**config.mk**
```make
export PLATFORM = sky130hd
export DESIGN_NAME = split_array_deque_core
export DESIGN_NICKNAME = d
export VERILOG_FILES = /design/src/design/sad_pkg.sv /design/src/design/sad_ram.sv /design/src/design/sad_ctrl.sv /design/src/design/split_array_deque_core.sv
export SDC_FILE = /design/constraint.sdc
export NUM_CORES = 1
export LEC_CHECK = 0
export ABC_AREA = 1
export BUFFER_PORTS_ARGS = -buffer_cell sky130_fd_sc_hd__buf_2
export CORE_ASPECT_RATIO = 1.1
export CORE_MARGIN = 8
export CORE_UTILIZATION = 57
export CTS_CLUSTER_SIZE = 14
export DETAILED_ROUTE_END_ITERATION = 16
export HOLD_SLACK_MARGIN = 0.12
export PLACE_DENSITY = 0.7
export RECOVER_POWER = 25
export SYNTH_ARGS = -nofsm -noshare
export SYNTH_HDL_FRONTEND = slang
export SYNTH_SLANG_ARGS = --single-unit
```
**constraint.sdc**
```tcl
create_clock -name clk -period 4.7 [get_ports clk]
set_clock_uncertainty 0.1 [all_clocks]
set_input_delay 0.235 -clock clk [delete_from_list [all_inputs] [get_ports clk]]
set_output_delay 0.235 -clock clk [all_outputs]
set_load 0.01 [all_outputs]
```
**src/design/sad_pkg.sv**
```systemverilog
// ----------------------------------------------------------------------------
// sad_pkg
// operation and status codes and the control record of the split array deque
// ----------------------------------------------------------------------------
package sad_pkg;

	typedef enum logic [1:0] {
		OP_PUSH   = 2'd0,
		OP_POP    = 2'd1,
		OP_INJECT = 2'd2,
		OP_EJECT  = 2'd3
	} op_t;

	typedef enum logic [1:0] {
		ST_DONE  = 2'd0,
		ST_FULL  = 2'd1,
		ST_EMPTY = 2'd2
	} status_t;

	localparam int unsigned DataW = 32;

	// decision for one request, handed from the pointer unit to the datapath
	typedef struct packed {
		logic    wr_en;
		logic    rd_en;
		status_t status;
	} mem_req_t;

endpackage

```
**src/design/sad_ram.sv**
```systemverilog
// ----------------------------------------------------------------------------
// sad_ram
// generic single-clock ram, one write and one registered read per cycle
// ----------------------------------------------------------------------------
module sad_ram #(
	parameter int unsigned WIDTH = 32,
	parameter int unsigned DEPTH = 16
) (
	input  logic                     clk,
	input  logic                     we,
	input  logic [$clog2(DEPTH)-1:0] waddr,
	input  logic [WIDTH-1:0]         wdata,
	input  logic                     re,
	input  logic [$clog2(DEPTH)-1:0] raddr,
	output logic [WIDTH-1:0]         rdata
);

	logic [WIDTH-1:0] mem_q [DEPTH];

	always_ff @(posedge clk) begin
		if (we) begin
			mem_q[waddr] <= wdata;
		end
		if (re) begin
			rdata <= mem_q[raddr];
		end
	end

endmodule

```
**src/design/sad_ctrl.sv**
```systemverilog
// ----------------------------------------------------------------------------
// sad_ctrl
// end pointers of the deque and the per-request decision
// ----------------------------------------------------------------------------
module sad_ctrl #(
	parameter int unsigned DEPTH = 16
) (
	input  logic                     clk,
	input  logic                     arst_n,
	input  logic                     valid_s1,
	input  sad_pkg::op_t             op_s1,
	output sad_pkg::mem_req_t        req,
	output logic [$clog2(DEPTH)-1:0] addr
);

	localparam int unsigned PtrW  = $clog2(DEPTH + 1);
	localparam int unsigned AddrW = $clog2(DEPTH);
	localparam logic [PtrW-1:0] PtrMid  = PtrW'(DEPTH / 2);
	localparam logic [PtrW-1:0] PtrTop  = PtrW'(DEPTH);
	localparam logic [PtrW-1:0] PtrOne  = PtrW'(1);

	logic [PtrW-1:0] upper_q;
	logic [PtrW-1:0] lower_q;
	logic [PtrW-1:0] upper_dec;
	logic [PtrW-1:0] lower_dec;
	logic            empty;

	assign empty     = (upper_q == lower_q);
	assign upper_dec = upper_q - PtrOne;
	assign lower_dec = lower_q - PtrOne;

	always_comb begin
		req.wr_en  = 1'b0;
		req.rd_en  = 1'b0;
		req.status = sad_pkg::ST_DONE;
		addr       = upper_q[AddrW-1:0];
		case (op_s1)
			sad_pkg::OP_PUSH: begin
				addr = upper_q[AddrW-1:0];
				if (upper_q < PtrTop) begin
					req.wr_en = valid_s1;
				end else begin
					req.status = sad_pkg::ST_FULL;
				end
			end
			sad_pkg::OP_POP: begin
				addr = upper_dec[AddrW-1:0];
				if (!empty) begin
					req.rd_en = valid_s1;
				end else begin
					req.status = sad_pkg::ST_EMPTY;
				end
			end
			sad_pkg::OP_INJECT: begin
				addr = lower_dec[AddrW-1:0];
				if (lower_q != '0) begin
					req.wr_en = valid_s1;
				end else begin
					req.status = sad_pkg::ST_FULL;
				end
			end
			default: begin
				addr = lower_q[AddrW-1:0];
				if (!empty) begin
					req.rd_en = valid_s1;
				end else begin
					req.status = sad_pkg::ST_EMPTY;
				end
			end
		endcase
	end

	always_ff @(posedge clk or negedge arst_n) begin
		if (!arst_n) begin
			upper_q <= PtrMid;
			lower_q <= PtrMid;
		end else begin
			if ((req.wr_en || req.rd_en) && (op_s1 == sad_pkg::OP_PUSH)) begin
				upper_q <= upper_q + PtrOne;
			end
			if ((req.wr_en || req.rd_en) && (op_s1 == sad_pkg::OP_POP)) begin
				upper_q <= upper_dec;
			end
			if ((req.wr_en || req.rd_en) && (op_s1 == sad_pkg::OP_INJECT)) begin
				lower_q <= lower_dec;
			end
			if ((req.wr_en || req.rd_en) && (op_s1 == sad_pkg::OP_EJECT)) begin
				lower_q <= lower_q + PtrOne;
			end
		end
	end

endmodule

```
**src/design/split_array_deque_core.sv**
```systemverilog
// ----------------------------------------------------------------------------
// split_array_deque_core
// double-ended queue in a fixed, non-wrapping array, one request per cycle
// ----------------------------------------------------------------------------
//
//  channel  | handshake           | payload
//  ---------+---------------------+------------------------
//  request  | start, busy         | operation, value_in
//  result   | done (one cycle)    | status, value_out
//
//  a request is taken at every edge where start is high; busy stays low
//  each result shows up once its request has passed stage 1 and stage 2, one result per request
//  stage 1 registers the request, compares the end pointers and drives the ram
//  stage 2 holds the status while the ram returns the removed entry
//  reset clears the pointers to the middle of the array; the store is not cleared
//  the receiver cannot stall: done lasts exactly one cycle
//
module split_array_deque_core #(
	parameter int unsigned DEPTH = 16
) (
	input  logic               clk,
	input  logic               arst_n,
	input  logic               start,
	output logic               busy,
	input  logic [1:0]         operation,
	input  logic signed [31:0] value_in,
	output logic               done,
	output logic [1:0]         status,
	output logic signed [31:0] value_out
);

	localparam int unsigned AddrW = $clog2(DEPTH);

	// stage 1: registered request
	logic                         valid_s1;
	sad_pkg::op_t                 op_s1;
	logic [sad_pkg::DataW-1:0]    data_s1;

	// decision from the pointer unit
	sad_pkg::mem_req_t            req;
	logic [AddrW-1:0]             addr;

	// stage 2: result being shown
	logic                         valid_s2;
	logic                         rd_s2;
	sad_pkg::status_t             status_s2;
	logic [sad_pkg::DataW-1:0]    rdata;

	// nothing in the pipe ever waits, so requests are always welcome
	assign busy = 1'b0;

	always_ff @(posedge clk or negedge arst_n) begin
		if (!arst_n) begin
			valid_s1 <= 1'b0;
			valid_s2 <= 1'b0;
		end else begin
			valid_s1 <= start;
			valid_s2 <= valid_s1;
		end
	end

	// payload registers, no reset needed
	always_ff @(posedge clk) begin
		op_s1     <= sad_pkg::op_t'(operation);
		data_s1   <= value_in;
		rd_s2     <= req.rd_en;
		status_s2 <= req.status;
	end

	sad_ctrl #(
		.DEPTH (DEPTH)
	) u_ctrl (
		.clk      (clk),
		.arst_n   (arst_n),
		.valid_s1 (valid_s1),
		.op_s1    (op_s1),
		.req      (req),
		.addr     (addr)
	);

	// single address serves both write and read, only one happens per request
	sad_ram #(
		.WIDTH (sad_pkg::DataW),
		.DEPTH (DEPTH)
	) u_ram (
		.clk   (clk),
		.we    (req.wr_en),
		.waddr (addr),
		.wdata (data_s1),
		.re    (req.rd_en),
		.raddr (addr),
		.rdata (rdata)
	);

	assign done      = valid_s2;
	assign status    = status_s2;
	// removed value only for a successful pop or eject, zero otherwise
	assign value_out = rd_s2 ? $signed(rdata) : '0;

endmodule

```
## After elaboration in Yosys (flattened, before gate mapping)

Memory sizes are Yosys's and may differ from the RTL's. A register that Yosys moved wholly into a read port is not among the register bits.
Cells that the tools add are included.

| storage, ports and cells | value |
|---|---|
| register bits after elaboration | 49 |
| RAM bits | 512 |
| input port bits | 37 |
| output and inout port bits | 36 |
| word-level logic and storage cells | 45 |
| memories kept | 1 |

| operators by class | value |
|---|---|
| add/subtract/negate cells | 4 |
| magnitude comparators | 1 |
| equality and inequality tests | 4 |
| multiplexer cells | 17 |
| reduce and logical (&&, ||, !) cells | 10 |

Memory list:

| name | depth | bits a word | rd ports | clocked after memory_dff | wr ports | line | source |
|---|---|---|---|---|---|---|---|
| u_ram.mem_q | 16 | 32 | 1 | 1 | 1 | sad_ram.sv:18 | `logic [WIDTH-1:0] mem_q [DEPTH];` |

Operator list:

| operator | count |
|---|---|
| $mux 32 | 1 |
| $mux 5 | 4 |
| $pmux 4 s3 | 1 |
| $add 5x1->5 const B | 2 |
| $sub 5x1->5 const B | 2 |
| $mux 1 | 8 |
| $eq 5x5->1 | 1 |
| $lt 5x5->1 const B | 1 |
| $reduce_bool 5->1 | 1 |
| $eq 2x2->1 const B | 2 |
| $logic_and 1x1->1 | 4 |
| $pmux 2 s2 | 1 |
| $reduce_bool 2->1 | 2 |
| $eq 2x1->1 const B | 1 |
| $logic_not 2->1 | 1 |
| $mux 2 | 1 |
| $pmux 1 s2 | 1 |
| $reduce_or 2->1 | 1 |
| $logic_or 1x1->1 | 1 |

## Logic depth before layout (Yosys ltp)

Gate-level depths: netlist of run 1.

| depth | value |
|---|---|
| depth after elaboration | 7 |
| depth in mapped cells | 15 |
| gate-level depth less buffers | 13 |

## Cells and area by module

A second synthesis of run 1 with hierarchy kept.

| second synthesis, totals | value |
|---|---|
| cell total of the unflattened synthesis | 2,372 |
| area total of the unflattened synthesis | 25,114.1 um2 |

By module, submodules not included:

| module | times used | cells each | area an instance (um2) | sequential area each (um2) |
|---|---|---|---|---|
| sad_ram | 1 | 2,120 | 23,050.9 | 16,335.7 |
| split_array_deque_core | 1 | 108 | 1,076.0 | 790.8 |
| sad_ctrl | 1 | 144 | 987.2 | 252.7 |

## Worst setup path after synthesis of run 1

No wires, ideal clock.

| path | value |
|---|---|
| kind | register to register |
| from | register u_ctrl.lower_q[1] |
| to | memory u_ram.mem_q[2][0], enable pin |
| library setup time | 0.421 ns |
| arrival time | 2.992 ns |
| required time | 4.179 ns |
| slack | 1.187 ns |
| cell stages (with the launch flop) | 10 |
| buffers on the path | 2 |
| period minus slack after synthesis | 3.513 ns |
| cells stage by stage | dfrtp_1 -> inv_2 -> ha_1 -> o21ai_2 -> nor2_2 -> nor2_4 -> buf_6 -> buf_6 -> nand3_1 -> nor2_1 |

| on the way | value |
|---|---|
| cells in the longest elaborated chain, start to end | 5 |
| elaborated cells between the ends (all ways) | 7 |
| classes of those cells | add/sub: 1; mux: 5; reduce/logical: 1 |

RTL lines:

| item | line | source |
|---|---|---|
| start, declared | sad_ctrl.sv:23 | `logic [PtrW-1:0] lower_q;` |
| start signal, assigned | sad_ctrl.sv:76 | `lower_q <= PtrMid;` |
| start signal, assigned | sad_ctrl.sv:85 | `lower_q <= lower_dec;` |
| start signal, assigned | sad_ctrl.sv:88 | `lower_q <= lower_q + PtrOne;` |
| parallel branches: the longest is 5 deep, another holds $sub 5x1->5 | -- |  |
| end, declared | sad_ram.sv:18 |  |

Parallel ways; which one is timed is not known.

## Final worst setup path of run 1

| path | value |
|---|---|
| from | register op_s1[0] |
| to | register u_ram.rdata[6] (read register of u_ram.mem_q) (data pin) |

| on the way | value |
|---|---|
| cells in the longest elaborated chain, start to end | 3 |
| elaborated cells between the ends (all ways) | 6 |
| classes of those cells | eq/ne: 2; mux: 2; reduce/logical: 2 |

RTL lines:

| item | line | source |
|---|---|---|
| start, declared | split_array_deque_core.sv:36 | `sad_pkg::op_t op_s1;` |
| start signal, assigned | split_array_deque_core.sv:64 | `op_s1 <= sad_pkg::op_t'(operation);` |
| $eq 2x2->1 / $logic_not 2->1 (equally long branches) | sad_ctrl.sv:37 | `case (op_s1)` |
| $reduce_or 2->1 (no line) | -- |  |
| $mux 1 | -- |  |
| end, declared | sad_ram.sv:15 | `output logic [WIDTH-1:0] rdata` |

Several ways; a longest one is shown, not always the timed one.
A chain may end at the register's enable or synchronous reset.

==> metrics.md, run 1 <==
| Metric | Value |
|---|---|
| Post-synth EDFFs | 544 |
| Synth Flop Type | edfxtp_1 |
| Die area | 51000 sq um |
| Yosys reg bits | 593 |
| Max VDD drop | 472 uV |
| Vias per cell | 5.53 |
| Critical Path Max Stage Delay | 0.80 ns |
| Postcts setup bufs | 0 |
| Relative slew slack | 25.6% |
| Crit path max-delay family | buffers and inverters |
| Initial Util | 57.8% |
| Slew @ Worst Pin | 1.12 ns |
| Antenna Nets Post-Route | 0 |
| Post-Syn Area | 25100 sq um |
| Antenna Cells | 0 |
| Max-slew violation count | 0 |
| Fmax achieved | 0.273 GHz |
| IO Pins | 73 |
| Row count | 80 |
| Initial antenna violation count | 0 |
| Total CTS buffers | 58 |
| H-tree level count | 2 |
| Crit path capture type | flop |
| Flop pwr share | 41.7% |
| Max-cap violations | 0 |
| Minimum clock period | 3.67 ns |
| Cells after Synth | 2410 |
| Final Total Pwr | 15.4 mW |
| WS Path Type | reg -> reg |
| Grt total ovfl | 0 |
| Worst Path Arrival | 4.02 ns |
| Crit share post-route | 78.1% |
| Leak | 11.9 nW |
| Accumulated negative setup slack | 0 ns |
| CTS tree | done |
| Root buf cell | clkbuf_16 |
| Register area share after synthesis | 69.2% |
| Commonest non-fill, non-tap cell in the layout | nand2_1 |
| IO buf count | 71 |
| Worst r2r src | op_s1[0] |
| Final Hold Viols | 0 |
| Critical path cell sequence | inv_2, nand3_4, buf_12, buf_4, nand3_1, nand2_1, nand2_1, nand2_1, nand2_1, nand2_1, nand2_1, nand2_1 |
| Net count, final | 2518 |
| Post-synth cell types | 34 |
| Pwr/cell area | 547 nW/um^2 |
| Pin count of the biggest net entering global routing | 211 |
| DR WL/cell | 19.9 um |
| Final wirelength | 61800 um |
| CTS clk-pin slew, worst paths | 0.06 ns |
| Commonest non-fill, non-tap cells in the layout | nand2_1 (1264), edfxtp_1 (544), nand3_1 (274) |
| DR pass1 iterations | 6 |
| Half-perimeter wire length after placement | 32000 um |
| Min-delay src | value_in[15] |
| Most frequent CP cell | nand2_1 |
| Via count | 17.1k |
| CP Data Required Time | 5.06 ns |
| Drt drc | 0 |
| Gr usage total | 23.8% |
| Syn_nets | 2452 |
| Internal power | 10.0 mW |
| Core ar. | 43400 sq um |
| Crit path launch | op_s1[0] |
| Hold Path Class | in -> reg |
| DR iter-0 viols | 1736 |
| Chip width | 216 um |
| CTS Buffer Depth | 3 |
| Vias in the first global route | 16.8k |
| Clock power frac | 29.4% |
| First-pass GRT wire length | 95400 um |
| Crit path buffers/inverters | 3 |
| CP max FO | 180 |
| CP max stage cell | buf_4 |
| Post-synth ARST share | 2.02% |
| Mean Syn Cell Area | 10.4 sq um |
| CTS sink cnt | 593 |
| Die height | 236 um |
| Status | complete, no violations |
| Share of cells above drive strength 1 | 9.23% |
| GP Congestion | 0.807 |
| Unrepaired setup endpoints after global routing | no |
| Crit start category | flop |
| Clock Latency Late Sink | 0.61 ns |
| NetSw | 5.37 mW |
| Synth-to-Final Area Change | 12.1% |
| Logic pwr share | 29.0% |
| Setup-failing EPs final | 0 |
| Sw Ratio | 34.8% |
| YS warnings | 0 |
[layout make-up]
class	count	area, sq um
clock buffer	86	1680
clock inverter	23	185
fill	3403	15300
inverter	56	210
multi-input combinational	1621	6850
sequential	593	17400
tap	574	718
timing repair buffer	146	1140
[sequential cells by signal, summed over array words and instances, names as in the netlist]
name	cells
data_s1	32
valid_s1	1
u_ctrl.upper_q	5
u_ctrl.lower_q	5
op_s1	2
status	2
done	1
rd_s2	1
u_ram.rdata	32
u_ram.mem_q	512
[worst paths after layout]
path                                     end  slack [ns]  cells after the start
setup / recovery              u_ram.rdata[6]        1.03                     12
hold / removal                   data_s1[15]        0.16                      2
setup reg to reg              u_ram.rdata[6]        1.03                     12
hold reg to reg                         done        0.36                      0
max in group asynchronous  u_ctrl.upper_q[2]        2.77                      4
min in group asynchronous  u_ctrl.lower_q[3]        0.71                      3
[metrics by stage]
stage	setup slack, ns	hold WS (ns)	util (%)	instance area [sq um]	std cells
4_1_cts	1.05	0.130	64.8	28200	3099
5_1_grt	0.789	0.155	64.8	28200	3099
3_5_place_dp	1.07	0.0453	59.7	25900	2952
3_3_place_gp	1.12	0.0447	59.7	25900	2952
2_1_floorplan	1.19	-0.161	-	25100	2410
6_report	1.03	0.160	64.8	28200	3099
[logic make-up (layout without fill, tap and decap cells)]
| family | count (synthesis) | after routing | synth area share (%) |
|---|---|---|---|
| and+or+nand+nor | 1581 | 1581 | 25.3 |
| DFF | 593 | 593 | 69.2 |
| buffers and inverters | 196 | 311 | 4.22 |
| AOI/OAI and AO/OA | 20 | 20 | 0.523 |
| xor gates and xnor gates | 14 | 14 | 0.488 |
| adders and majority gates | 5 | 5 | 0.249 |
| other | 1 | 1 | 0.0149 |
[power groups by stage]
stage | combinational, mW | clock (mW) | sequential [mW]
after floorplan | 3.35 | 0 | 6.41
after global placement | 4.38 | 0 | 6.52
after detailed placement | 4.38 | 0 | 6.53
after CTS | 4.45 | 4.58 | 6.42
after global routing | 5.00 | 4.76 | 6.46
final | 4.46 | 4.53 | 6.42
[worst register-to-register path, stage by stage (launching register included)]
cell and delay (ns):
dfxtp_1 0.66, inv_2 0.19, nand3_4 0.18, buf_12 0.60, buf_4 0.98, nand3_1 0.22
nand2_1 0.11, nand2_1 0.05, nand2_1 0.09, nand2_1 0.06, nand2_1 0.10, nand2_1 0.05
nand2_1 0.13
[routing by layer]
layer | global-route usage [%] | wire [um]
met5 | 0 | 0
met1 | 31.0 | 25600
met3 | 3.87 | 4410
met2 | 39.9 | 29900
met4 | 9.08 | 1940
[synth_stat cells, types with 4 or more instances]
library cell | instances | area share [%]
buf_2 | 82 | 1.6
inv_1 | 47 | 0.70
xor2_1 | 12 | 0.42
buf_4 | 33 | 0.99
edfxtp_1 | 544 | 65
nor2_4 | 4 | 0.18
o21ai_0 | 6 | 0.12
nand3_1 | 274 | 5.5
a21oi_1 | 6 | 0.12
clkbuf_1 | 10 | 0.15
nor2_1 | 26 | 0.39
dfxtp_1 | 37 | 2.9
dfrtp_1 | 10 | 1.0
inv_2 | 9 | 0.13
buf_6 | 13 | 0.58
ha_1 | 5 | 0.25
nand2_1 | 1264 | 19
[repair_timing]
action / 4_1_cts / 5_1_grt
hold buffers: 38 / 0
gates resized for setup: 0 / 0
endpoints found under the hold margin: 47 / 0
No activity file was read; power rests on OpenSTA's default activity.
==> run 2, diff against run 1 <==
Settings changed: ABC_AREA 1 to 0, CORE_UTILIZATION 57 to 55, PLACE_DENSITY 0.7 to 0.71.
Clock period 4.7 ns to 3.2 ns, I/O delays scaled along.
==> run 2 against run 1 <==
  * Cell count down 35%
  * Fmax up 25%
  * Combinational power up 21%
  * Clock-buffer cell count down 7
  * Sequential power up 45%
  * Register-to-register slack worse by 0.78 ns
  * Critical path type unchanged
  * Highest routed layer unchanged
==> metrics.md, run 2 <==
| Metric | Value |
|---|---|
| DR WL/cell | 25.1 um (+26%) |
| CTS sink cnt | 593 (unchanged) |
| YS warnings | 0 (unchanged) |
| Total CTS buffers | 56 (-3.4%) |
| Final Hold Viols | 0 (unchanged) |
| Crit path launch | op_s1[0] |
| Mean Syn Cell Area | 17.2 sq um (+65%) |
| Final wirelength | 50100 um (-19%) |
| Gr usage total | 21.5% (-2.4 points) |
| Hold Path Class | in -> reg |
| Initial Util | 55.4% (-2.4 points) |
| First-pass GRT wire length | 74800 um (-22%) |
| Half-perimeter wire length after placement | 27700 um (-13%) |
| CTS tree | done |
| CP Data Required Time | 3.44 ns (-1.62 ns) |
| Crit share post-route | 92.0% (+14 points) |
| Final Non-Filler Cells | 1999 (-35%) |
| Critical path cell sequence | inv_1, nor3_4, a22oi_2, buf_4, o22ai_1, nor2_1, o2111a_1 |
| Synth Flop Type | edfxtp_1 |
| Post-synth cell types | 48 (+41%) |
| Pin count of the biggest net entering global routing | 85 (-60%) |
| Unrepaired setup endpoints after global routing | no |
| Area contributors post-synth | edfxtp_1 (76%), o22ai_1 (7.4%), dfxtp_1 (3.4%), o21bai_1 (3.3%), o2111a_1 (1.7%) |
| Crit path buffers/inverters | 2 (-1) |
| Max VDD drop | 548 uV (+16%) |
| Critical Path Max Stage Delay | 0.71 ns (-0.09 ns) |
| Largest regs | u_ram.mem_q x512, data_s1 x32, u_ram.rdata x32 |
| Worst r2r src | op_s1[0] |
| Largest reg by FF count | u_ram.mem_q |
| GP Congestion | 0.782 (-3.1%) |
| Post-synth ARST share | 2.02% (unchanged) |
| Initial antenna violation count | 0 (unchanged) |
| CP max FO | 44 (-76%) |
| Minimum clock period | 2.94 ns (-0.725 ns) |
| Share of cells above drive strength 1 | 17.1% (+7.9 points) |
| Root buf cell | clkbuf_16 |
| Post-synth EDFFs | 544 (unchanged) |
| Syn_nets | 1299 (-47%) |
| Core ar. | 39000 sq um (-10%) |
| Crit path max-delay family | flip-flops |
| Commonest non-fill, non-tap cell in the layout | edfxtp_1 |
| Commonest cells post-synth | edfxtp_1 (544), o22ai_1 (257), o21bai_1 (96), nor2_1 (58), dfxtp_1 (37) |
| Chip width | 205 um (-5.2%) |
| Top-count cell post-synth | edfxtp_1 |
| Cells after Synth | 1257 (-48%) |
| Post-Syn Area | 21600 sq um (-14%) |
| Die area | 45900 sq um (-10%) |
| Register area share after synthesis | 80.5% (+11 points) |
| DR iter-0 viols | 1243 (-28%) |
| Post-synth top area share | 75.6% (+11 points) |
| Drt drc | 0 (unchanged) |
| Crit path capture type | flop |
| Synth-to-Final Area Change | 19.2% |
| Hold Slack | 0.197 ns (+0.0366 ns) |
| Grt total ovfl | 0 (unchanged) |
| Net count, final | 1486 (-41%) |
| Post-layout util | 66.0% (+1.2 points) |
| Leak | 8.74 nW (-27%) |
| Worst Path Arrival | 3.18 ns (-0.84 ns) |
| Max-cap violations | 0 (unchanged) |
| DR pass1 iterations | 5 (-1) |
| Clock Latency Late Sink | 0.59 ns (-0.02 ns) |
| Antenna Nets Post-Route | 0 (unchanged) |
| Status | complete, no violations |
| H-tree level count | 2 (unchanged) |
| Vias in the first global route | 12.5k (-26%) |
| DP Cell Count | 1821 (-38%) |
| Max reg flops | 512 (unchanged) |
| Die height | 224 um (-5.2%) |
| Via count | 12.5k (-27%) |
| Pwr/cell area | 817 nW/um^2 (+49%) |
| CTS Buffer Depth | 3 (unchanged) |
| Slew @ Worst Pin | 1.01 ns (-0.103 ns) |
| CP max stage cell | dfxtp_1 |
| Fmax achieved | 0.340 GHz (+25%) |
| IO buf count | 71 (unchanged) |
| Setup-failing EPs final | 0 (unchanged) |
| Yosys reg bits | 593 (unchanged) |
| Relative slew slack | 32.4% (+6.9 points) |
| CTS clk-pin slew, worst paths | 0.06 ns (about the same) |
| Min-delay src | value_in[2] |
| Postcts setup bufs | 0 (unchanged) |
| WS Path Type | reg -> reg |
| Row count | 76 (-5.0%) |
| Antenna Cells | 0 (unchanged) |
| Crit start category | flop |
| Commonest non-fill, non-tap cells in the layout | edfxtp_1 (544), o22ai_1 (257), o21bai_1 (96) |
| Area leader, netlist | edfxtp_1 |
| IO Pins | 73 (unchanged) |
| Vias per cell | 6.24 (+13%) |
| Max-slew violation count | 0 (unchanged) |
## run 2: cell count changes after synthesis, sizes merged, moves of 6 or more
cell    change
nor2b       +7
buf        -82
o2111a     +32
xor2       -11
o21ai       -6
and2       +33
o22ai     +257
nand2    -1253
nand3     -265
clkbuf     +24
o21bai     +95
nor2       +25
xnor2      +11
inv        -48
## run 2: cell type report
cell class | instances | area, sq um
Clock buffer | 79 | 1560
Clock inverter | 27 | 204
Fill cell | 2650 | 13300
Inverter | 8 | 30.0
Multi-Input combinational cell | 575 | 4030
Sequential cell | 593 | 17400
Tap cell | 507 | 634
Timing Repair Buffer | 210 | 1900
## run 2: path summary, 6_finish.rpt
check                                     to  slack (ns)  cells past startpoint
min in group asynchronous  u_ctrl.upper_q[3]        0.60                      3
hold reg to reg            u_ctrl.upper_q[3]        0.42                      1
setup reg to reg              u_ram.rdata[9]        0.26                      7
max in group asynchronous  u_ctrl.upper_q[2]        1.42                      4
hold / removal                    data_s1[2]        0.20                      2
setup / recovery              u_ram.rdata[9]        0.26                      7
## run 2: what timing repair did
action | CTS | global route
hold buffers | 71 | 0
resized for setup | 0 | 5
endpoints found under the setup margin | 0 | 31
hold endpoints to repair | 47 | 0
## run 2: metrics by stage
step / instance area [sq um] / power [mW] / worst slack, ns / setup TNS (ns)
finish: 25700 / 21.0 / 0.256 / 0
CTS: 25700 / 21.0 / 0.0368 / 0
global route: 25700 / 21.8 / 0.0836 / 0
floorplan: 21600 / 12.8 / -0.455 / -213.97
global placement: 23200 / 14.6 / 0.193 / 0
detailed placement: 23200 / 14.7 / 0.0446 / 0
## run 2: where the power goes
part           internal (mW)  total [mW]  switching (mW)
clock network           3.57        6.30            2.74
logic                   2.20        5.40            3.21
registers               9.01        9.31           0.299
total                   14.8        21.0            6.24
## run 2: layer usage
metal	GRT usage, %	part of all wire (%)
met5	0	0
met2	35.4	49
met3	3.73	8.4
met1	28.7	39
met4	7.36	3.0
## run 2: logic make-up after synthesis
logic type / Yosys count / synth area share [%]
and+or+nand+nor: 142 / 3.28
other: 1 / 0.0174
DFF: 593 / 80.5
AOI/OAI and AO/OA: 404 / 13.1
muxes: 8 / 0.446
adders and majority gates: 5 / 0.290
buffers and inverters: 90 / 1.82
xor gates and xnor gates: 14 / 0.568
==> run 3, diff against run 2 <==
Settings changed: ABC_AREA 0 to 1, CORE_UTILIZATION 55 to 56, GPL_ROUTABILITY_DRIVEN from default to 0, PLACE_DENSITY 0.71 to 0.72.
==> run 3 against run 2 <==
  * Critical path depth rose by 2
  * Highest routed layer unchanged
  * Critical endpoint is now u_ram.mem_q[15][31]
  * Largest cell class unchanged
  * Die area rose by 13%
  * Combinational power rose by 23%
  * Largest power group unchanged
==> metrics.md, run 3 (synthesis gave the netlist of run 1 again) <==
| Metric | Value |
|---|---|
| Gr usage total | 23.3% (+1.8 points) |
| Die area | 51900 sq um (+13%) |
| Half-perimeter wire length after placement | 33600 um (+21%) |
| Share of cells above drive strength 1 | 9.73% (-7.4 points) |
| Setup ws final | 0.245 ns (-0.0106 ns) |
| Leak | 12.2 nW (+40%) |
| Total CTS buffers | 57 (+1.8%) |
| Hold Path Class | reg -> reg |
| Slew @ Worst Pin | 0.983 ns (-0.0306 ns) |
| CTS Buffer Depth | 3 (unchanged) |
| Worst Hold Depth | 0 (-2) |
| Vias per cell | 5.52 (-12%) |
| Chip width | 218 um (+6.3%) |
| Setup-failing EPs final | 0 (unchanged) |
| Commonest non-fill, non-tap cell in the layout | nand2_1 |
| Min-delay src | valid_s1 |
| Largest regs | u_ram.mem_q x512, data_s1 x32, u_ram.rdata x32 |
| Final Total Pwr | 22.6 mW (+7.4%) |
| Reg2reg setup slack | 0.25 ns (about the same) |
| Crit path capture type | flop |
| CP Data Required Time | 3.37 ns (-0.07 ns) |
| Final wirelength | 60400 um (+20%) |
| Worst r2r src | op_s1[0] |
| Max-slew violation count | 0 (unchanged) |
| WS Path Type | reg -> reg |
| Grt total ovfl | 0 (unchanged) |
| Worst reg2reg path depth | 9 (+2) |
| First-pass GRT wire length | 95100 um (+27%) |
| Antenna Cells | 0 (unchanged) |
| Postcts setup bufs | 0 (unchanged) |
| Synth-to-Final Area Change | 14.2% |
| Worst Hold Endpoint | done |
| Drt drc | 0 (unchanged) |
| Final Cell Area | 28700 sq um (+11%) |
| Post-layout util | 64.6% (-1.4 points) |
| Crit share post-route | 92.3% (+0.33 points) |
| Die height | 238 um (+6.4%) |
| Minimum clock period | 2.95 ns (+0.0106 ns) |
| Worst Path Arrival | 3.12 ns (-0.06 ns) |
| Antenna Nets Post-Route | 0 (unchanged) |
| DP Worst Slack | 0.215 ns (+0.170 ns) |
| Commonest non-fill, non-tap cells in the layout | nand2_1 (1264), edfxtp_1 (544), nand3_1 (274) |
| DR WL/cell | 19.1 um (-24%) |
| IO buf count | 71 (unchanged) |
| Initial antenna violation count | 0 (unchanged) |
| Initial Util | 56.6% (+1.2 points) |
| Pwr/cell area | 787 nW/um^2 (-3.7%) |
| DR pass1 iterations | 6 (+1) |
| Via count | 17.4k (+40%) |
| IO Pins | 73 (unchanged) |
| Max VDD drop | 632 uV (+15%) |
| Final Hold Viols | 0 (unchanged) |
| DP Area | 26200 sq um (+13%) |
| Pin count of the biggest net entering global routing | 112 (+32%) |
| Row count | 81 (+6.6%) |
| Vias in the first global route | 17.2k (+38%) |
| Relative slew slack | 34.5% (+2.0 points) |
| Clock Latency Late Sink | 0.61 ns (+0.02 ns) |
| Fmax achieved | 0.338 GHz (-0.36%) |
| Unrepaired setup endpoints after global routing | no |
| Largest reg by FF count | u_ram.mem_q |
| Core ar. | 44400 sq um (+14%) |
| Max-cap violations | 0 (unchanged) |
| DR iter-0 viols | 1582 (+27%) |
| Root buf cell | clkbuf_16 |
| Reg-to-reg endpoint | u_ram.mem_q[15][31] |
| Net count, final | 2574 (+73%) |
| CTS clk-pin slew, worst paths | 0.06 ns (about the same) |
| CTS sink cnt | 593 (unchanged) |
| Max reg flops | 512 (unchanged) |
| CP max FO | 17 (-61%) |
| CTS tree | done |
| Crit start category | flop |
| Status | complete, no violations |
| H-tree level count | 2 (unchanged) |
-- run 3: power by group --
group / leakage, nW / total [mW] / internal [mW] / switching [mW]
registers: 5.37 / 9.43 / 9.08 / 0.353
logic: 5.96 / 6.66 / 1.96 / 4.70
clock network: 0.873 / 6.47 / 3.70 / 2.77
total: 12.2 / 22.6 / 14.7 / 7.82
-- run 3: critical path, cell delays in order (launching register included) --
cell and delay (ns):
dfxtp_1 0.70, inv_2 0.18, nor2_4 0.18, nand2_1 0.11, nand2_2 0.11, nor2_2 0.06
nor2_4 0.19, nand3_1 0.37, nor2_4 0.22, buf_4 0.39
-- run 3: final cells by class --
cell class                      instances  area, sq um
Multi-Input combinational cell       1621         6850
Clock inverter                         30          246
Timing Repair Buffer                  203         1720
Sequential cell                       593        17400
Fill cell                            3396        15700
Tap cell                              581          727
Clock buffer                           76         1550
Inverter                               56          210
-- run 3: what timing repair did --
action,in CTS,in global routing
hold buffers,73,0
endpoints found under the setup margin,0,6
resized for setup,0,1
endpoints found under the hold margin,47,0
-- run 3: worst max path at each step --
| stage | startpoint | end |
|---|---|---|
| 2_1_floorplan | u_ctrl.lower_q[1] | u_ram.mem_q[2][0] |
| 5_1_grt | u_ctrl.lower_q[1] | u_ram.rdata[3] |
| 3_3_place_gp | op_s1[1] | u_ram.rdata[12] |
| 6_report | op_s1[0] | u_ram.mem_q[15][31] |
| 4_1_cts | op_s1[1] | u_ram.rdata[3] |
| 3_5_place_dp | op_s1[1] | u_ram.rdata[3] |
-- run 3: metrics by stage --
step | std cells | TNS (ns) | hold slack [ns]
after floorplan | 2410 | -155.65 | -0.236
after global placement | 2981 | 0 | -0.0365
after detailed placement | 2981 | 0 | -0.0318
after CTS | 3160 | 0 | 0.364
after global routing | 3160 | 0 | 0.388
final | 3160 | 0 | 0.363
-- run 3: metal layers --
metal,global-route usage (%),wire length [um],up-vias
met1,30.3,24600,8355
met3,3.84,4700,112
met2,39.4,29200,757
met4,7.74,1880,0
met5,0,0,-
li1,-,-,8207
